<file path="src/rtl/owna_pkg.sv">
// Package with the shared types and constants of the overlap-weighted neighbor average block.
`default_nettype none

package owna_pkg;

  // Kind of one contribution transaction.
  typedef enum logic [1:0] {
    KIND_HORIZ_NBR = 2'd0,
    KIND_VERT_NBR  = 2'd1,
    KIND_EMPTY_TB  = 2'd2,
    KIND_EMPTY_LR  = 2'd3
  } kind_t;

  // Width of the border-sum accumulator and of the divider's dividend.
  localparam int unsigned ACC_W = 64;

endpackage

`default_nettype wire

</file>
<file path="src/rtl/owna_if.sv">
// Valid/ready channel interfaces for the contribution input and the average output.
`default_nettype none

interface owna_in_if #(
  parameter int unsigned COORD_BITS = 16,
  parameter int unsigned TEMP_BITS  = 32
) ();
  logic                         valid;
  logic                         ready;
  owna_pkg::kind_t              kind;
  logic        [COORD_BITS-1:0] box_x;
  logic        [COORD_BITS-1:0] box_y;
  logic        [COORD_BITS-1:0] box_width;
  logic        [COORD_BITS-1:0] box_height;
  logic signed [TEMP_BITS-1:0]  box_temp;
  logic        [COORD_BITS-1:0] nbr_x;
  logic        [COORD_BITS-1:0] nbr_y;
  logic        [COORD_BITS-1:0] nbr_width;
  logic        [COORD_BITS-1:0] nbr_height;
  logic signed [TEMP_BITS-1:0]  nbr_temp;
  logic                         last;

  modport source (
    output valid, kind, box_x, box_y, box_width, box_height, box_temp,
           nbr_x, nbr_y, nbr_width, nbr_height, nbr_temp, last,
    input  ready
  );
  modport sink (
    input  valid, kind, box_x, box_y, box_width, box_height, box_temp,
           nbr_x, nbr_y, nbr_width, nbr_height, nbr_temp, last,
    output ready
  );
endinterface

interface owna_out_if #(
  parameter int unsigned TEMP_BITS = 32
) ();
  logic                        valid;
  logic                        ready;
  logic signed [TEMP_BITS-1:0] border_avg;
  logic                        error_flag;

  modport source (output valid, border_avg, error_flag, input ready);
  modport sink   (input valid, border_avg, error_flag, output ready);
endinterface

`default_nettype wire

</file>
<file path="src/rtl/overlap_weighted_neighbor_average_core.sv">
// Overlap-weighted neighbor average: accumulates border contributions and divides by the perimeter.
//
// Usage: in_ch carries one contribution transaction per neighbor or empty side of a cell;
// the transaction with last set closes the cell. out_ch carries one result transaction per
// closed cell: the border sum divided by 2*box_width + 2*box_height, truncated toward zero
// and saturated, with error_flag set for a zero perimeter or a saturated quotient.
// Timing: a contribution passes capture, overlap length, multiply and accumulate in turn,
// set by the single multiplier and accumulator stepped by the sequencer. A closing
// contribution then also finishes the sum and divides; the restoring divider yields one
// quotient bit per cycle over the 64-bit sum, so it sets the latency of each result.
// A zero perimeter skips the divider. in_ch.ready is high only while the sequencer idles.
// The result sits in an output register; a stalled receiver does not block the next
// contributions, but the next cell result waits until the previous one has been taken.
// Reset is synchronous: it clears the accumulator, the sequencer and the output valid.
`default_nettype none

module overlap_weighted_neighbor_average_core #(
  parameter int unsigned COORD_BITS = 16,
  parameter int unsigned TEMP_BITS  = 32
) (
  input wire logic clk,
  input wire logic rst,
  owna_in_if.sink   in_ch,
  owna_out_if.source out_ch
);
  import owna_pkg::*;

  localparam int unsigned LEN_W  = COORD_BITS + 2;
  localparam int unsigned PROD_W = TEMP_BITS + LEN_W;
  localparam int unsigned PER_W  = COORD_BITS + 2;
  localparam logic [ACC_W-1:0] TSIGN = ACC_W'(1) << (TEMP_BITS - 1);

  typedef enum logic [2:0] {
    ST_IDLE, ST_LEN, ST_MUL, ST_ACC, ST_FIN, ST_DIV, ST_OUT
  } state_t;

  state_t                     state;
  kind_t                      kind;
  logic                       last;
  logic        [COORD_BITS-1:0] bmin, bsize, nmin, nsize;
  logic signed [TEMP_BITS-1:0] temp;
  logic signed [LEN_W-1:0]     len;
  logic signed [PROD_W-1:0]    prod;
  logic        [PER_W-1:0]     per;
  logic        [ACC_W-1:0]     sum;
  logic                        neg;
  logic signed [TEMP_BITS-1:0] res;
  logic                        err;

  logic                        div_start;
  logic                        div_done;
  logic        [ACC_W-1:0]     div_quot;

  logic        [COORD_BITS:0]  bmax, nmax;
  logic        [LEN_W-1:0]     ovl;
  logic        [ACC_W-1:0]     mag;
  logic        [ACC_W-1:0]     q_sat;
  logic                        sat;
  logic                        load_out;

  // Four-case overlap rule on the edge chosen at capture.
  always_comb begin
    bmax = {1'b0, bmin} + {1'b0, bsize};
    nmax = {1'b0, nmin} + {1'b0, nsize};
    if (({1'b0, nmin} <= {1'b0, bmin}) && (nmax <= bmax)) begin
      ovl = {1'b0, nmax} - {2'b00, bmin};
    end else if (({1'b0, nmin} >= {1'b0, bmin}) && (nmax > bmax)) begin
      ovl = {1'b0, bmax} - {2'b00, nmin};
    end else if (({1'b0, nmin} < {1'b0, bmin}) && (nmax > bmax)) begin
      ovl = {2'b00, bsize};
    end else begin
      ovl = {2'b00, nsize};
    end
  end

  // Magnitude of the final sum for the divider.
  assign mag = sum[ACC_W-1] ? (ACC_W'(0) - sum) : sum;

  // Saturation of the quotient to the signed temperature range.
  always_comb begin
    if (neg) begin
      sat   = (div_quot > TSIGN);
      q_sat = sat ? TSIGN : div_quot;
    end else begin
      sat   = (div_quot > (TSIGN - ACC_W'(1)));
      q_sat = sat ? (TSIGN - ACC_W'(1)) : div_quot;
    end
  end

  assign div_start     = (state == ST_FIN) && (per != '0);
  assign in_ch.ready   = (state == ST_IDLE);
  assign load_out      = (state == ST_OUT) && (!out_ch.valid || out_ch.ready);

  owna_div #(
    .NUM_W(ACC_W),
    .DEN_W(PER_W)
  ) u_div (
    .clk  (clk),
    .rst  (rst),
    .start(div_start),
    .num  (mag),
    .den  (per),
    .done (div_done),
    .quot (div_quot)
  );

  // Sequencer with the datapath registers and the output register.
  always_ff @(posedge clk) begin
    if (rst) begin
      state        <= ST_IDLE;
      sum          <= '0;
      out_ch.valid <= 1'b0;
    end else begin
      // The output register takes a finished result once the previous one has gone.
      if (load_out) begin
        out_ch.valid      <= 1'b1;
        out_ch.border_avg <= res;
        out_ch.error_flag <= err;
      end else if (out_ch.ready) begin
        out_ch.valid <= 1'b0;
      end
      unique case (state)
        ST_IDLE: begin
          if (in_ch.valid) begin
            kind  <= in_ch.kind;
            last  <= in_ch.last;
            temp  <= in_ch.kind[1] ? in_ch.box_temp : in_ch.nbr_temp;
            bmin  <= in_ch.kind[0] ? in_ch.box_y : in_ch.box_x;
            bsize <= in_ch.kind[0] ? in_ch.box_height : in_ch.box_width;
            nmin  <= in_ch.kind[0] ? in_ch.nbr_y : in_ch.nbr_x;
            nsize <= in_ch.kind[0] ? in_ch.nbr_height : in_ch.nbr_width;
            per   <= {1'b0, in_ch.box_width, 1'b0} + {1'b0, in_ch.box_height, 1'b0};
            state <= ST_LEN;
          end
        end
        ST_LEN: begin
          // Empty sides weigh the cell's own temperature by the side length.
          if (kind == KIND_EMPTY_TB || kind == KIND_EMPTY_LR) begin
            len <= {2'b00, bsize};
          end else begin
            len <= ovl;
          end
          state <= ST_MUL;
        end
        ST_MUL: begin
          prod  <= PROD_W'(temp) * PROD_W'(len);
          state <= ST_ACC;
        end
        ST_ACC: begin
          sum   <= sum + ACC_W'(prod);
          state <= last ? ST_FIN : ST_IDLE;
        end
        ST_FIN: begin
          neg <= sum[ACC_W-1];
          sum <= '0;
          if (per == '0) begin
            res   <= '0;
            err   <= 1'b1;
            state <= ST_OUT;
          end else begin
            state <= ST_DIV;
          end
        end
        ST_DIV: begin
          if (div_done) begin
            res   <= neg ? TEMP_BITS'(ACC_W'(0) - q_sat) : TEMP_BITS'(q_sat);
            err   <= sat;
            state <= ST_OUT;
          end
        end
        ST_OUT: begin
          if (load_out) begin
            state <= ST_IDLE;
          end
        end
        default: state <= ST_IDLE;
      endcase
    end
  end

endmodule

`default_nettype wire

</file>
<file path="src/rtl/owna_div.sv">
// Iterative restoring divider, one quotient bit per cycle.
`default_nettype none

module owna_div #(
  parameter int unsigned NUM_W = 64,
  parameter int unsigned DEN_W = 18
) (
  input  wire logic             clk,
  input  wire logic             rst,
  input  wire logic             start,
  input  wire logic [NUM_W-1:0] num,
  input  wire logic [DEN_W-1:0] den,
  output logic                  done,
  output logic      [NUM_W-1:0] quot
);

  localparam int unsigned CNT_W = $clog2(NUM_W + 1);

  logic [CNT_W-1:0] cnt;
  logic [DEN_W-1:0] rem;
  logic [DEN_W-1:0] dvs;
  logic [DEN_W:0]   shifted;
  logic             fits;

  // Trial subtraction of the divisor from the shifted partial remainder.
  assign shifted = {rem, quot[NUM_W-1]};
  assign fits    = (shifted >= {1'b0, dvs});

  // Shift quotient bits in from the right while the dividend moves out at the left.
  always_ff @(posedge clk) begin
    if (rst) begin
      cnt  <= '0;
      done <= 1'b0;
    end else begin
      done <= 1'b0;
      if (start) begin
        cnt  <= CNT_W'(NUM_W);
        rem  <= '0;
        dvs  <= den;
        quot <= num;
      end else if (cnt != '0) begin
        rem  <= fits ? DEN_W'(shifted - {1'b0, dvs}) : shifted[DEN_W-1:0];
        quot <= {quot[NUM_W-2:0], fits};
        cnt  <= cnt - CNT_W'(1);
        done <= (cnt == CNT_W'(1));
      end
    end
  end

endmodule

`default_nettype wire

</file>
<file path="src/flat_wrapper.sv">
// flat-port wrapper written by rule: the top's interface ports become plain ports
module overlap_weighted_neighbor_average_core_flat import owna_pkg::*;
#(
  parameter int unsigned COORD_BITS = 16,
  parameter int unsigned TEMP_BITS  = 32
)
  (clk, rst, in_ch_valid, in_ch_kind, in_ch_box_x, in_ch_box_y, in_ch_box_width, in_ch_box_height, in_ch_box_temp, in_ch_nbr_x, in_ch_nbr_y, in_ch_nbr_width, in_ch_nbr_height, in_ch_nbr_temp, in_ch_last, in_ch_ready, out_ch_valid, out_ch_border_avg, out_ch_error_flag, out_ch_ready);
  owna_in_if #(.COORD_BITS(COORD_BITS), .TEMP_BITS(TEMP_BITS)) in_ch_i ();
  owna_out_if #(.TEMP_BITS(TEMP_BITS)) out_ch_i ();
  input wire logic clk;
  input wire logic rst;
  input wire logic [$bits(in_ch_i.valid)-1:0] in_ch_valid;
  input wire logic [$bits(in_ch_i.kind)-1:0] in_ch_kind;
  input wire logic [$bits(in_ch_i.box_x)-1:0] in_ch_box_x;
  input wire logic [$bits(in_ch_i.box_y)-1:0] in_ch_box_y;
  input wire logic [$bits(in_ch_i.box_width)-1:0] in_ch_box_width;
  input wire logic [$bits(in_ch_i.box_height)-1:0] in_ch_box_height;
  input wire logic [$bits(in_ch_i.box_temp)-1:0] in_ch_box_temp;
  input wire logic [$bits(in_ch_i.nbr_x)-1:0] in_ch_nbr_x;
  input wire logic [$bits(in_ch_i.nbr_y)-1:0] in_ch_nbr_y;
  input wire logic [$bits(in_ch_i.nbr_width)-1:0] in_ch_nbr_width;
  input wire logic [$bits(in_ch_i.nbr_height)-1:0] in_ch_nbr_height;
  input wire logic [$bits(in_ch_i.nbr_temp)-1:0] in_ch_nbr_temp;
  input wire logic [$bits(in_ch_i.last)-1:0] in_ch_last;
  output wire logic [$bits(in_ch_i.ready)-1:0] in_ch_ready;
  output wire logic [$bits(out_ch_i.valid)-1:0] out_ch_valid;
  output wire logic [$bits(out_ch_i.border_avg)-1:0] out_ch_border_avg;
  output wire logic [$bits(out_ch_i.error_flag)-1:0] out_ch_error_flag;
  input wire logic [$bits(out_ch_i.ready)-1:0] out_ch_ready;
  assign in_ch_i.valid = in_ch_valid;
  assign in_ch_i.kind = in_ch_kind;
  assign in_ch_i.box_x = in_ch_box_x;
  assign in_ch_i.box_y = in_ch_box_y;
  assign in_ch_i.box_width = in_ch_box_width;
  assign in_ch_i.box_height = in_ch_box_height;
  assign in_ch_i.box_temp = in_ch_box_temp;
  assign in_ch_i.nbr_x = in_ch_nbr_x;
  assign in_ch_i.nbr_y = in_ch_nbr_y;
  assign in_ch_i.nbr_width = in_ch_nbr_width;
  assign in_ch_i.nbr_height = in_ch_nbr_height;
  assign in_ch_i.nbr_temp = in_ch_nbr_temp;
  assign in_ch_i.last = in_ch_last;
  assign in_ch_ready = in_ch_i.ready;
  assign out_ch_valid = out_ch_i.valid;
  assign out_ch_border_avg = out_ch_i.border_avg;
  assign out_ch_error_flag = out_ch_i.error_flag;
  assign out_ch_i.ready = out_ch_ready;
  overlap_weighted_neighbor_average_core #(.COORD_BITS(COORD_BITS), .TEMP_BITS(TEMP_BITS)) u_core (.clk(clk), .rst(rst), .in_ch(in_ch_i), .out_ch(out_ch_i));
endmodule
</file>
<file path="config.mk">
export PLATFORM = sky130hd
export DESIGN_NAME = overlap_weighted_neighbor_average_core_flat
export DESIGN_NICKNAME = d
export VERILOG_FILES = /design/src/rtl/owna_pkg.sv /design/src/rtl/owna_if.sv /design/src/rtl/overlap_weighted_neighbor_average_core.sv /design/src/rtl/owna_div.sv /design/src/flat_wrapper.sv
export SDC_FILE = /design/constraint.sdc
export NUM_CORES = 2
export LEC_CHECK = 0
export BUFFER_PORTS_ARGS = -buffer_cell sky130_fd_sc_hd__buf_4
export CAP_MARGIN = 40
export CELL_PAD_IN_SITES_DETAIL_PLACEMENT = 1
export CELL_PAD_IN_SITES_GLOBAL_PLACEMENT = 2
export CORE_AREA = 2 2 427 302
export CTS_BUF_LIST = sky130_fd_sc_hd__clkbuf_4 sky130_fd_sc_hd__clkbuf_8 sky130_fd_sc_hd__clkbuf_16
export DETAILED_ROUTE_END_ITERATION = 6
export DIE_AREA = 0 0 429 304
export PLACE_DENSITY_LB_ADDON = 0.1
export SETUP_SLACK_MARGIN = 0.05
export SYNTH_ARGS = -nofsm -noshare
export SYNTH_HDL_FRONTEND = slang
export SYNTH_SLANG_ARGS = --single-unit
</file>
<file path="constraint.sdc">
create_clock -name clk -period 10.3 [get_ports clk]
set_clock_uncertainty 0.05 [all_clocks]
set_input_delay 1.03 -clock clk [delete_from_list [all_inputs] [get_ports clk]]
set_output_delay 1.03 -clock clk [all_outputs]
set_load 0.005 [all_outputs]
</file>
**After elaboration in Yosys (flattened, before gate mapping)**

Index checks and enable logic that the tools add are counted.

- $lt $le $gt $ge: 8
- Bitwise operators: 2
- Equality and inequality tests: 13
- Reductions and logical operators: 27
- $add $sub $neg: 10
- $mul: 1
- Multiplexer cells: 36

Operators by type and width:

| kind | count |
|---|---|
| 32-bit two-way mux | 7 |
| 64-bit two-way mux | 3 |
| 64-bit case mux with 2 select lines | 1 |
| 16-bit two-way mux | 6 |
| 18-bit two-way mux | 4 |
| 64-bit adder | 1 |
| 64-bit by 31-bit > comparator with 1-bit output, second input constant | 1 |
| 64-bit by 32-bit > comparator with 1-bit output, second input constant | 1 |
| 32-bit case mux with 2 select lines | 1 |
| 1-bit by 64-bit subtractor with 64-bit output, first input constant | 1 |
| 32-bit by 18-bit multiplier with 50-bit output | 1 |
| 17-bit by 16-bit subtractor with 18-bit output | 2 |
| 16-bit by 16-bit adder with 17-bit output | 2 |
| 1-bit by 32-bit subtractor with 32-bit output, first input constant | 1 |
| 3-bit case mux with 7 select lines | 1 |
| 19-bit by 18-bit >= comparator with 1-bit output | 1 |
| 17-bit by 17-bit adder with 18-bit output | 1 |
| 18-bit logical NOT | 1 |
| 18-bit nonzero test | 1 |
| 18-bit subtractor | 1 |
| 17-bit > comparator | 1 |
| 17-bit <= comparator | 1 |
| 16-bit >= comparator | 1 |
| 16-bit <= comparator | 1 |
| other kinds (26) | 55 |

- Register bits: 428
- Output and inout bits: 35
- Logic and storage cells: 122
- Input port bits: 199

**Longest topological paths before layout**

- Depth after elaboration: 7
- Gate-level depth with buffers: 27

**By module**

A second synthesis with hierarchy kept.

- Cell total of the unflattened synthesis: 4827
- Area total of the unflattened synthesis: 46699.8 um2

By module, submodules not included:

| module | times used | area an instance (um2) | seq. area each (um2) | cells an instance |
|---|---|---|---|---|
| overlap_weighted_neighbor_average_core | 1 | 41342.2 | 8868.5 | 4427 |
| owna_div | 1 | 5357.6 | 3163.0 | 400 |

**Worst setup path before layout**

Ideal clock, no wire load.

- Path kind: in2reg
- Start point: input rst
- End point: register u_core.bmin[0], enable pin
- Arrival: 9110 ps
- Stages on the path: 4
- Data required time: 9521 ps
- Path slack: 411 ps
- Cells stage by stage: clkbuf_1 nor2_1 nand2_1 nor3_1

- Longest elaborated chain between the ends: 2

Ends and longest elaborated chain:

| element | line | source |
|---|---|---|
| start, declared | flat_wrapper.sv:11 | `input wire logic rst;` |
| 1-bit NOT (no line) | - |  |
| 3-bit AND reduction (no line) | - |  |
| end signal, assigned | overlap_weighted_neighbor_average_core.sv:128 | `bmin <= in_ch.kind[0] ? in_ch.box_y : in_ch.box_x;` |
| end, declared | overlap_weighted_neighbor_average_core.sv:40 | `logic [COORD_BITS-1:0] bmin, bsize, nmin, nsize;` |

No other way between the ends.
A chain may end at the register's enable or synchronous reset.

**Worst setup path after layout**

- Start point: register u_core.len[16]
- End point: register u_core.prod[49] (data pin)

- Longest elaborated chain between the ends: 1

Ends and longest elaborated chain:

| element | line | source |
|---|---|---|
| start, declared | overlap_weighted_neighbor_average_core.sv:42 | `logic signed [LEN_W-1:0] len;` |
| start signal, assigned | overlap_weighted_neighbor_average_core.sv:139 | `len <= {2'b00, bsize};` |
| start signal, assigned | overlap_weighted_neighbor_average_core.sv:141 | `len <= ovl;` |
| 32-bit by 18-bit multiplier with 50-bit output | overlap_weighted_neighbor_average_core.sv:146 | `prod <= PROD_W'(temp) * PROD_W'(len);` |
| end signal, assigned | overlap_weighted_neighbor_average_core.sv:146 |  |
| end, declared | overlap_weighted_neighbor_average_core.sv:43 | `logic signed [PROD_W-1:0] prod;` |

No other way between the ends.

==> key figures <==
Route
  – Detailed-route vias per instance: 5.13
  – Met3 WL: ~5000 um
  – 1st-pass router iterations: 6
  – WL per Instance: ~21 um
  – Detailed-route wire length on metal 1: ~74000 um
  – Vias after detailed routing: 34.7k
  – Number of DRC violations after detailed routing: 0
  – Highest routed metal layer: met4
  – Overall routed net length: around 140000 um
  – Final ANT Viol Nets: 0
  – Detail Route met2 WL: ~63000 um
  – Number of design-rule violations left by the first detailed-router iteration: 2221

Final layout
  – Fraction of layout cells with a size suffix above 1: 10.7%
  – Area added between synthesis and finish: 12.4%
  – Number of standard cells in the layout, taps in and fillers out: between 6k and 7k
  – Number of filler cells placed in the layout: between 10k and 15k
  – Final-stage net count: between 6k and 7k

Outcome
  – Result of the run: complete, no violations

Global routing
  – Vias in the first global route: around 38k
  – GRT overflow: 0
  – Initial antenna violation count: 1
  – Largest net degree at the start of global routing: 94
  – Overall routing resource usage: ~22%
  – First-pass GRT wire length: between 200000 and 250000 um

Floorplanning
  – Rows: 110
  – Die Area: 0.130 mm2
  – I/O Pins: approximately 230
  – Effective utilization at floorplan: between 30 and 40%
  – Height of the chip: 304 um
  – Chip width: ~430 um
  – Core Area: 0.127 mm2

Worst setup path
  – Register-to-Register Setup Slack: about 2100 ps
  – Critical path arrival: 8540 ps
  – Largest fanout on the critical path: 17
  – Crit path launch type: flip-flop
  – Type of the worst setup path: flip-flop to flip-flop
  – Critical path capture point type: flip-flop
  – Required time of the critical path: between 10000 and 15000 ps

Clocking
  – Maximum buffer depth of the clock tree: 3
  – Clock tree from TritonCTS: built
  – # resized after CTS: 0
  – Inserted Clock Buffers: 51
  – Post CTS Setup Buffer Count: 0
  – H-tree level count: 2
  – Clock transition at path regs: roughly 70 ps
  – Root buffer selected by CTS: clkbuf_16
  – Clock latency at the later pin of the worst-skew pair: roughly 670 ps
  – Hold-fix buffers, CTS: 0
  – Clock sink total: roughly 430

Logic synthesis
  – Primary FF master, synth: edfxtp_1
  – Post-Syn Nets: between 5k and 6k
  – Seq cells post-synth: about 430
  – Synthesized cell area: approximately 0.046 mm2
  – Post-synthesis sequential area ratio: 25.9%
  – Post-synth EDFFs: between 300 and 400
  – Most frequent cell after synthesis: inv_1
  – Synth warn: 0
  – Cell accounting for the most synthesized area: fa_1
  – Synth async-reset ratio: 0%
  – Area share of the largest cell type after synthesis: 24.2%
  – Synthesized instance count: approximately 5k
  – Average size of a mapped cell: 9.49 um2
  – Leading post-synthesis cells by instance count: inv_1 (738), fa_1 (560), nand2_1 (558), edfxtp_1 (349), ha_1 (318)
  – Post-synth cell types: 80
  – Main area contributors after synthesis: fa_1 (24%), edfxtp_1 (23%), ha_1 (8.6%)

Placed design
  – Cell count after placement: between 6k and 7k
  – Detail Placement HPWL: approximately 110000 um
  – Port Buffers: approximately 230
  – Weighted congestion at the end of routability-driven global placement: 0.832

Timing
  – Final critical path time including I/O delays and setup: between 8000 and 9000 ps
  – Number of endpoints with negative hold slack in the final report: 0
  – Setup-violating endpoint count in the final report: 0
  – Achievable frequency: between 0.1 and 0.15 GHz
  – Actual slew at the worst max-slew pin: roughly 900 ps
  – Setup repair after global routing missed its margin: false
  – Post-Route Setup TNS: 0 ps
  – Number of pins exceeding their max-slew limit in the final report: 0
  – Share of the cycle needed by the critical path after routing: 79.5%
  – Worst max-slew margin expressed relative to the limit: between 30% and 40%

Run
  – Max Cap Violations: 0

Worst hold path
  – Worst hold-check path type: flip-flop to flip-flop
## cell type report
type / instances / area, um2 / area share, %
clock inverters: 25 / 360 / 0.691
clock buffers: 69 / 1470 / 2.81
inverters: 740 / 2780 / 5.32
diodes: 1 / 2.50 / 0.00480
flip-flops and latches: 425 / 12000 / 23.0
repair buffers: 309 / 2530 / 4.85
multi-input cells: 3519 / 30900 / 59.3
well taps: 1680 / 2100 / 4.03
## kinds of logic (layout without fill, tap and decap cells)
group,count (synthesis),count (layout),share of synthesized area (%)
AO/OA/AOI/OAI,866,866,11.8
XOR/XNOR,256,256,4.83
adder cells (fa/ha/maj),878,878,32.7
buffers and inverters,945,1143,7.64
flip-flops,425,425,25.9
multiplexers,120,120,2.85
other,0,1,0
AND/OR/NAND/NOR,1399,1399,14.3
## cells in the final DEF (no fill, tap or decap), types with 29 or more instances in the layout
cell / netlist / layout
a21o_1: 93 / 92
a21oi_1: 234 / 233
a22oi_1: 39 / 39
a31oi_1: 31 / 31
and2_1: 233 / 233
buf_4: 0 / 290
clkbuf_16: 0 / 53
dfxtp_1: 76 / 75
edfxtp_1: 349 / 349
fa_1: 560 / 560
ha_1: 318 / 318
inv_1: 738 / 738
mux2_2: 96 / 96
nand2_1: 558 / 558
nand2b_1: 37 / 36
nand3_1: 53 / 53
nand4_1: 31 / 31
nor2_1: 263 / 262
nor2b_1: 30 / 30
nor3_1: 56 / 54
o21ai_0: 229 / 229
o21bai_1: 29 / 29
o31ai_1: 35 / 35
xnor2_1: 140 / 140
xor2_1: 116 / 116
## worst paths after layout
| path | start | to | cells past startpoint |
|---|---|---|---|
| worst min-delay path | u_core.res[1]$_SDFFCE_PN0P_ | u_core.out_ch.border_avg[1]$_DFFE_PP_ | 0 |
| worst min register to register | u_core.res[1]$_SDFFCE_PN0P_ | u_core.out_ch.border_avg[1]$_DFFE_PP_ | 0 |
| worst max-delay path | u_core.len[16]$_SDFFCE_PP0P_ | u_core.prod[49]$_DFFE_PP_ | 23 |
| worst max register to register | u_core.len[16]$_SDFFCE_PP0P_ | u_core.prod[49]$_DFFE_PP_ | 23 |
## stage by stage
step	instance area [um2]	hold slack [ps]	worst slack [ps]	utilization, %
3_5_place_dp	50300	355	1820	39.6
6_report	52200	368	2110	41.1
3_3_place_gp	50000	354	1820	39.3
2_1_floorplan	46400	350	411	-
4_1_cts	52200	371	1770	41.1
5_1_grt	52200	375	1570	41.1
## flip-flops by register name (all words and copies together), names as in the netlist, 17 cells and up
signal                    cells
u_core.u_div.rem             18
u_core.len                   18
u_core.prod                  50
u_core.u_div.quot            64
u_core.per                   17
u_core.u_div.dvs             17
u_core.temp                  32
u_core.res                   32
u_core.sum                   64
u_core.out_ch.border_avg     32
## metal layers
layer | vias to the layer above | track usage, %
met1 | 17598 | 34.5
met4 | 0 | 3.45
li1 | 16528 | -
met2 | 519 | 34.4
met3 | 92 | 2.06
met5 | - | 0
## critical path, cell delays in order, from the launching register on
cell and delay (ps):
edfxtp_1 830, buf_4 360, and2_1 190, fa_1 460, fa_1 520, fa_1 530, fa_1 530, fa_1 540
inv_1 50, fa_1 540, inv_1 50, ha_1 370, a21oi_1 200, o21ai_0 150, a2111oi_0 430, dlymetal6s2s_1 250
o21ai_0 110, o221ai_1 240, o21ai_0 310, a21oi_1 430, o21bai_1 190, a221oi_1 310, o21bai_1 110, xnor2_1 130
Power is left out: the tool's default activity adds up to more than one toggle a clock period on the data nets, which glitch-free logic cannot reach.
